===== src/sv/ldsl_pkg.sv =====
`default_nettype none

package ldsl_pkg;

  // panel geometry
  localparam int CHAIN_LENGTH  = 44;
  localparam int SCAN_LINES    = 11;
  localparam int PANEL_SIZE    = 88;
  localparam int ROWS_PER_LINE = CHAIN_LENGTH / SCAN_LINES;
  localparam int COL_STEP      = PANEL_SIZE / SCAN_LINES;
  localparam int HALF_ROWS     = PANEL_SIZE / 2;

  // derived widths
  localparam int POS_W   = $clog2(CHAIN_LENGTH);
  localparam int CNT_W   = $clog2(CHAIN_LENGTH + 1);
  localparam int ROW_W   = $clog2(ROWS_PER_LINE);
  localparam int COL_W   = $clog2(SCAN_LINES);
  localparam int COLOR_W = 6;

  // request codes
  typedef enum logic [1:0] {
    REQ_DCLK      = 2'd0,
    REQ_LATCH_HI  = 2'd1,
    REQ_LATCH_LO  = 2'd2,
    REQ_NONE      = 2'd3
  } req_t;

  // result kinds
  localparam logic KIND_PIXEL = 1'b0;
  localparam logic KIND_FRAME = 1'b1;

  // pulse counts with a meaning at latch fall
  localparam logic [1:0] PULSE_LATCH = 2'd1;
  localparam logic [1:0] PULSE_FRAME = 2'd2;
  localparam logic [1:0] PULSE_MAX   = 2'd3;

  // control state
  typedef enum logic {
    ST_IDLE,
    ST_DUMP
  } state_t;

  // memory access request
  typedef struct packed {
    logic             wr_en;
    logic [POS_W-1:0] wr_addr;
    logic [COLOR_W-1:0] wr_data;
    logic             rd_en;
    logic [POS_W-1:0] rd_addr;
  } mem_req_t;

endpackage

`default_nettype wire


===== src/sv/led_driver_serial_latch_core.sv =====
// Serial receive and latch side of an LED panel driver. Each data clock request
// with the latch low stores six color bits into a 44-entry chain memory; with
// the latch high it counts a pulse instead. A latch fall after exactly one pulse
// with a scan address below 11 streams the 44 stored entries out as pixel-pair
// writes, one per cycle while the output is not stalled, through the single
// memory read port; input is stalled until the last one is taken. A latch fall
// after two pulses gives one frame done result. Entries never written read as
// zero; reset clears their written flags at once: no clearing pass after reset.
`default_nettype none

module led_driver_serial_latch_core (
  input  wire logic        clk,
  input  wire logic        rst,
  input  wire logic        in_valid,
  output logic             in_stall,
  input  wire logic [1:0]  req_type,
  input  wire logic [5:0]  color_bits,
  input  wire logic [3:0]  scan_address,
  output logic             out_valid,
  input  wire logic        out_stall,
  output logic             result_kind,
  output logic [5:0]       upper_row,
  output logic [6:0]       lower_row,
  output logic [6:0]       column,
  output logic [2:0]       upper_color,
  output logic [2:0]       lower_color,
  output logic             last
);

  localparam int PW = ldsl_pkg::POS_W;
  localparam int CW = ldsl_pkg::CNT_W;
  localparam int RW = ldsl_pkg::ROW_W;
  localparam int LW = ldsl_pkg::COL_W;

  ldsl_pkg::state_t state, state_next;
  ldsl_pkg::mem_req_t mreq;
  logic [ldsl_pkg::COLOR_W-1:0] rd_data;

  logic [PW-1:0] shift_position;
  logic [1:0]    pulse_count;
  logic          latch_high;
  logic [3:0]    dump_addr;

  logic [CW-1:0] iss_idx;
  logic [RW-1:0] iss_row;
  logic [LW-1:0] iss_col;
  logic          rd_pend;
  logic [RW-1:0] q_row;
  logic [LW-1:0] q_col;
  logic          q_last;

  logic accept, busy, consume, issue, iss_done;
  logic is_fall, start_dump, frame_load;
  logic [5:0] urow;

  assign is_fall    = (req_type == ldsl_pkg::REQ_LATCH_LO);
  assign accept     = in_valid && !in_stall;
  assign start_dump = accept && is_fall && (pulse_count == ldsl_pkg::PULSE_LATCH)
                      && (scan_address < 4'(ldsl_pkg::SCAN_LINES));
  assign frame_load = accept && is_fall && (pulse_count == ldsl_pkg::PULSE_FRAME);
  assign consume    = rd_pend && (!out_valid || !out_stall);
  assign iss_done   = (iss_idx == CW'(ldsl_pkg::CHAIN_LENGTH));
  assign issue      = (state == ldsl_pkg::ST_DUMP) && !iss_done && (!rd_pend || consume);

  // next state
  always_comb begin
    state_next = state;
    unique case (state)
      ldsl_pkg::ST_IDLE: begin
        if (start_dump) begin
          state_next = ldsl_pkg::ST_DUMP;
        end
      end
      ldsl_pkg::ST_DUMP: begin
        if (consume && q_last) begin
          state_next = ldsl_pkg::ST_IDLE;
        end
      end
      default: state_next = ldsl_pkg::ST_IDLE;
    endcase
  end

  // state outputs
  always_comb begin
    busy = 1'b0;
    unique case (state)
      ldsl_pkg::ST_IDLE: busy = 1'b0;
      ldsl_pkg::ST_DUMP: busy = 1'b1;
      default:           busy = 1'b1;
    endcase
  end

  // only a latch fall needs room in the output register
  assign in_stall = busy || (out_valid && out_stall && is_fall);

  always_ff @(posedge clk) begin
    if (rst) begin
      state <= ldsl_pkg::ST_IDLE;
    end else begin
      state <= state_next;
    end
  end

  // shift position, pulse counter and latch line
  always_ff @(posedge clk) begin
    if (rst) begin
      shift_position <= '0;
      pulse_count    <= '0;
      latch_high     <= 1'b0;
    end else if (accept) begin
      case (req_type)
        ldsl_pkg::REQ_DCLK: begin
          if (latch_high) begin
            if (pulse_count != ldsl_pkg::PULSE_MAX) begin
              pulse_count <= pulse_count + 2'd1;
            end
          end else if (shift_position == PW'(ldsl_pkg::CHAIN_LENGTH - 1)) begin
            shift_position <= '0;
          end else begin
            shift_position <= shift_position + PW'(1);
          end
        end
        ldsl_pkg::REQ_LATCH_HI: begin
          latch_high  <= 1'b1;
          pulse_count <= '0;
        end
        ldsl_pkg::REQ_LATCH_LO: begin
          latch_high <= 1'b0;
          if (pulse_count == ldsl_pkg::PULSE_LATCH) begin
            shift_position <= '0;
          end
        end
        default: ;
      endcase
    end
  end

  // memory requests
  always_comb begin
    mreq.wr_en   = accept && (req_type == ldsl_pkg::REQ_DCLK) && !latch_high;
    mreq.wr_addr = shift_position;
    mreq.wr_data = color_bits;
    mreq.rd_en   = issue;
    mreq.rd_addr = iss_idx[PW-1:0];
  end

  ldsl_chain_mem u_mem (
    .clk     (clk),
    .rst     (rst),
    .req     (mreq),
    .rd_data (rd_data)
  );

  // scan address held for the dump
  always_ff @(posedge clk) begin
    if (start_dump) begin
      dump_addr <= scan_address;
    end
  end

  // read issue counters
  always_ff @(posedge clk) begin
    if (rst) begin
      iss_idx <= '0;
      iss_row <= '0;
      iss_col <= '0;
    end else if (start_dump) begin
      iss_idx <= '0;
      iss_row <= '0;
      iss_col <= '0;
    end else if (issue) begin
      iss_idx <= iss_idx + CW'(1);
      if (iss_col == LW'(ldsl_pkg::SCAN_LINES - 1)) begin
        iss_col <= '0;
        iss_row <= iss_row + RW'(1);
      end else begin
        iss_col <= iss_col + LW'(1);
      end
    end
  end

  // read data stage
  always_ff @(posedge clk) begin
    if (rst) begin
      rd_pend <= 1'b0;
    end else if (issue) begin
      rd_pend <= 1'b1;
    end else if (consume) begin
      rd_pend <= 1'b0;
    end
  end

  always_ff @(posedge clk) begin
    if (issue) begin
      q_row  <= iss_row;
      q_col  <= iss_col;
      q_last <= (iss_idx == CW'(ldsl_pkg::CHAIN_LENGTH - 1));
    end
  end

  assign urow = ({2'b00, dump_addr} << 2) | {{(6-RW){1'b0}}, q_row};

  // output register
  always_ff @(posedge clk) begin
    if (rst) begin
      out_valid <= 1'b0;
    end else if (consume || frame_load) begin
      out_valid <= 1'b1;
    end else if (!out_stall) begin
      out_valid <= 1'b0;
    end
  end

  always_ff @(posedge clk) begin
    if (consume) begin
      result_kind <= ldsl_pkg::KIND_PIXEL;
      upper_row   <= urow;
      lower_row   <= {1'b0, urow} + 7'(ldsl_pkg::HALF_ROWS);
      column      <= 7'(q_col) * 7'(ldsl_pkg::COL_STEP);
      upper_color <= rd_data[2:0];
      lower_color <= rd_data[5:3];
      last        <= q_last;
    end else if (frame_load) begin
      result_kind <= ldsl_pkg::KIND_FRAME;
      upper_row   <= '0;
      lower_row   <= '0;
      column      <= '0;
      upper_color <= '0;
      lower_color <= '0;
      last        <= 1'b1;
    end
  end

  // checks
  a_pend_in_dump: assert property (@(posedge clk) disable iff (rst)
    rd_pend |-> (state == ldsl_pkg::ST_DUMP))
    else $error("read pending outside dump");

  a_no_accept_in_dump: assert property (@(posedge clk) disable iff (rst)
    (state == ldsl_pkg::ST_DUMP) |-> in_stall)
    else $error("request accepted during dump");

  a_idx_range: assert property (@(posedge clk) disable iff (rst)
    iss_idx <= CW'(ldsl_pkg::CHAIN_LENGTH))
    else $error("issue index past chain length");

  a_last_ends_dump: assert property (@(posedge clk) disable iff (rst)
    (consume && q_last) |=> (state == ldsl_pkg::ST_IDLE) && !rd_pend)
    else $error("dump did not end after last entry");

  a_no_load_clash: assert property (@(posedge clk) disable iff (rst)
    !(consume && frame_load))
    else $error("pixel and frame result loaded together");

endmodule

`default_nettype wire


===== src/sv/ldsl_chain_mem.sv =====
`default_nettype none

module ldsl_chain_mem (
  input  wire logic                        clk,
  input  wire logic                        rst,
  input  wire ldsl_pkg::mem_req_t          req,
  output logic [ldsl_pkg::COLOR_W-1:0]     rd_data
);

  logic [ldsl_pkg::COLOR_W-1:0] mem [ldsl_pkg::CHAIN_LENGTH];
  logic [ldsl_pkg::CHAIN_LENGTH-1:0] vld;
  logic [ldsl_pkg::COLOR_W-1:0] data_q;
  logic vld_q;

  // storage write and registered read
  always_ff @(posedge clk) begin
    if (req.wr_en) begin
      mem[req.wr_addr] <= req.wr_data;
    end
    if (req.rd_en) begin
      data_q <= mem[req.rd_addr];
    end
  end

  // per-entry written flags, entry reads zero until written
  always_ff @(posedge clk) begin
    if (rst) begin
      vld   <= '0;
      vld_q <= 1'b0;
    end else begin
      if (req.wr_en) begin
        vld[req.wr_addr] <= 1'b1;
      end
      if (req.rd_en) begin
        vld_q <= vld[req.rd_addr];
      end
    end
  end

  assign rd_data = vld_q ? data_q : '0;

endmodule

`default_nettype wire

===== config.mk =====
export PLATFORM = sky130hd
export DESIGN_NAME = led_driver_serial_latch_core
export DESIGN_NICKNAME = d
export VERILOG_FILES = /design/src/sv/ldsl_pkg.sv /design/src/sv/led_driver_serial_latch_core.sv /design/src/sv/ldsl_chain_mem.sv
export SDC_FILE = /design/constraint.sdc
export NUM_CORES = 1
export LEC_CHECK = 0
export BUFFER_PORTS_ARGS = -buffer_cell sky130_fd_sc_hd__buf_2
export CAP_MARGIN = 20
export CELL_PAD_IN_SITES_DETAIL_PLACEMENT = 1
export CELL_PAD_IN_SITES_GLOBAL_PLACEMENT = 1
export CORE_ASPECT_RATIO = 2
export CORE_MARGIN = 5
export CORE_UTILIZATION = 50
export CTS_BUF_LIST = sky130_fd_sc_hd__clkbuf_8
export CTS_CLUSTER_DIAMETER = 150
export DETAILED_ROUTE_END_ITERATION = 16
export PLACE_DENSITY = 0.75
export RECOVER_POWER = 50
export SKIP_CTS_REPAIR_TIMING = 1
export SYNTH_ARGS = -nofsm -noshare
export SYNTH_HDL_FRONTEND = slang
export SYNTH_HIERARCHICAL = 1
export SYNTH_SLANG_ARGS = --single-unit

===== constraint.sdc =====
create_clock -name clk -period 2.4 [get_ports clk]
set_input_delay 0.24 -clock clk [delete_from_list [all_inputs] [get_ports clk]]
set_output_delay 0.24 -clock clk [all_outputs]
set_load 0.005 [all_outputs]

==> flow_summary.ini <==
[timing]
relative_slew_slack_pct = -22.8
fin_skew_ns = 0.0142
timing.final.crit_period_ns = 2.39
report.final.hold_viol_count = 0
hold_slack_ns = 0.0488
rsz0062_at_grt = yes
final_setup_violation_count = 0
fmax_mhz = 419
slew_viol_final = 86
tightestPinTransition_ns = 1.84
period_share_pct = 99.5

[synthesis]
cell_area_synth_um2 = 15100
yosys_warnings = 6
ys_async_sr_fraction_pct = 0
syn_inst_count = 986
synthDistinctLibCells = 70
predominant_post_synthesis_flop_cell = edfxtp_1
post_synthesis_register_bit_count = 373
synth_largest_area_cell = edfxtp_1
synth.area.top_cells = edfxtp_1 60%, dfxtp_1 9.3%, mux4_2 4.6%
edff_count_synth = 303
synth_sequential_area_ratio_pct = 69.5
synthesized_area_per_cell_um2 = 15.3
synthDominantCellAreaShare_pct = 60.2

[clock_tree]
cts.clk_slew.worst_paths_ns = 0.07
cts_buffers = 51
clock_latency_ns = 0.59
clock_tree_from_tritoncts = yes
number_of_levels_in_the_clock_h_tree = 2
ctsRootBufferMaster = clkbuf_8
deepest_clock_path_buffer_count = 3
cts.sink_count = 373

[worst_setup_path]
setup.reg_to_reg.worst_slack_ns = 0.01
cp-end-kind = register
setup.worst_path.class = register to register
crit_path_max_fanout = 14
worstRegToRegCells = 6
crit-reg2reg-capture = u_mem/data_q[5]$_DFFE_PP_
crit_path_start_kind = register
cp_data_required_time_ns = 2.71
critical_register_to_register_path_startpoint = iss_idx[0]$_SDFFE_PP0P_
worst-endpoint-arrival_ns = 2.70

[die]
initial_core_util_pct = 50.3
standard_cell_rows = 90
chipHeight_um = 256
ioPinCount = 46
floorplan.die_area_um2 = 34000
core-area_um2 = 30100
fp.dieW_um = 133

[pwr]
reported_net_switching_power_w = 0.00250
p_int_w = 0.00961
power_density_nw_per_um2 = 692
peakVddDrop_mv = 0.394
total_leakage_power_nw = 5.84
netSwitchingFraction_pct = 20.7
finalPower_w = 0.0121
comb_power_share_pct = 2.1
seq_power_share_pct = 57.8
clockPowerShare_pct = 40.1

[grt]
grt_util_all_layers_pct = 24.7
grt_overflow_total = 0
grt_start_max_net_pins = 31
grt_first_pass_wirelength_um = 62000
antenna_found_initial = 1
first_global_vias = 10100

[routing]
antenna_violating_nets_left = 0
vias_per_cell = 5.98
totalWireLength_um = 42300
detailroute.via_count = 9364
firstDrtPassIters = 4
drcViolationCount = 0
wl_per_cell_um = 27.0
drt_iter0_drc = 546

[run_status]
failing_checks = max-capacitance violations, max-slew violations
run_status = finished with violations

[place]
rd_place_congestion = 0.893
postPlaceCellArea_um2 = 16500
placed_cells = 1461
portBuffers = 42
place_hpwl_um = 30200

[layout]
layout_common_cells = 303 x edfxtp_1, 168 x nor2_1, 96 x buf_4
area_growth_syn_to_layout_pct = 15.8
postLayoutCoreUtil_pct = 58.2
drive_above_1_share_pct = 21.3
final_area_um2 = 17500
final_net_count = 1182
final_common_cell = edfxtp_1
finish.cell_count_without_fillers = 1567

[job]
timing.max_cap.violations = 3

[min_path]
endpoint_worst_hold = pulse_count[1]$_SDFFE_PP0P_
hp-start = rst
worst_hold_path.num_cells = 2
hp-class = input pin to register
Yosys cell counts, types with 10 or more instances:
| cell type | number |
|---|---|
| ha_1 | 10 |
| edfxtp_1 | 303 |
| buf_4 | 13 |
| nand3_1 | 18 |
| nor2b_1 | 19 |
| mux4_1 | 20 |
| dfxtp_1 | 70 |
| and2_1 | 22 |
| mux4_2 | 31 |
| nor2_1 | 168 |
| o21ai_0 | 18 |
| a211oi_1 | 12 |
| inv_1 | 15 |
| a21oi_1 | 21 |
| clkbuf_1 | 18 |
| mux2_2 | 15 |
| nand2_1 | 25 |
| mux2i_1 | 44 |
sequential cells by signal, indices dropped and copies added (netlist names), 3 cells and up:
name	cells
column	4
dump_addr	4
iss_col	4
iss_idx	6
lower_color	3
lower_row	7
q_col	4
shift_position	6
u_mem/data_q	6
u_mem/mem	264
u_mem/vld	44
upper_color	3
upper_row	4
power by group through the flow:
stage | registers (W) | clock network [W] | logic (W)
2_1_floorplan | 0.00713 | 0 | 0.0000964
3_3_place_gp | 0.00713 | 0 | 0.000252
3_5_place_dp | 0.00714 | 0 | 0.000263
4_1_cts | 0.00700 | 0.00498 | 0.000265
5_1_grt | 0.00699 | 0.00528 | 0.000275
6_report | 0.00700 | 0.00485 | 0.000259
metal layers:
| metal | track usage [%] | up-vias | share of wire, % |
|---|---|---|---|
| met3 | 3.30 | 138 | 4.1 |
| met5 | 0 | - | 0 |
| met4 | 15.8 | 0 | 7.3 |
| met2 | 47.3 | 320 | 56 |
| met1 | 24.3 | 4802 | 32 |
| li1 | - | 4104 | - |
worst max-delay path: stages, from the launching register on:
cell and delay (ns):
dfxtp_4 0.52, buf_4 0.21, mux4_1 0.60, and3_1 0.23
nor4_2 0.32, buf_4 0.17, a221oi_1 0.06
metrics by stage:
step / setup slack (ns) / setup TNS, ns
2_1_floorplan: 0.0974 / 0
6_report: 0.0116 / 0
3_3_place_gp: -0.0977 / -0.768
5_1_grt: -0.0102 / -0.0102
4_1_cts: -0.107 / -0.107
3_5_place_dp: -0.127 / -13.04
worst max-delay path by stage:
| stage | slack (ns) | depth (start not counted) | start | to |
|---|---|---|---|---|
| floorplan | 0.1 | 7 | req_type[0] | u_mem/mem[11][0]$_DFFE_PP_ |
| global placement | -0.1 | 6 | iss_idx[0]$_SDFFE_PP0P_ | u_mem/data_q[5]$_DFFE_PP_ |
| detailed placement | -0.13 | 10 | req_type[0] | u_mem/mem[11][5]$_DFFE_PP_ |
| CTS | -0.11 | 6 | iss_idx[0]$_SDFFE_PP0P_ | u_mem/data_q[5]$_DFFE_PP_ |
| global route | -0.01 | 6 | iss_idx[0]$_SDFFE_PP0P_ | u_mem/data_q[5]$_DFFE_PP_ |
| finish | 0.01 | 6 | iss_idx[0]$_SDFFE_PP0P_ | u_mem/data_q[5]$_DFFE_PP_ |
cell families after synthesis:
family	Yosys count	synth area share (%)
xor gates and xnor gates	4	0.232
muxes	111	12.2
adders and majority gates	10	0.828
AOI/OAI and AO/OA	97	4.32
and+or+nand+nor	322	10.4
other	1	0.0248
buffers and inverters	68	2.52
DFF	373	69.5
layout make-up:
cell class	instances	area, um2
Fill cell	2888	12600
Inverter	16	60.1
Timing Repair Buffer	167	1190
Clock buffer	62	853
Clock inverter	33	183
Antenna cell	1	2.50
Sequential cell	373	10500
Tap cell	368	460
Multi-Input combinational cell	547	4250
Note: power is estimated with default switching activity, not from simulation.
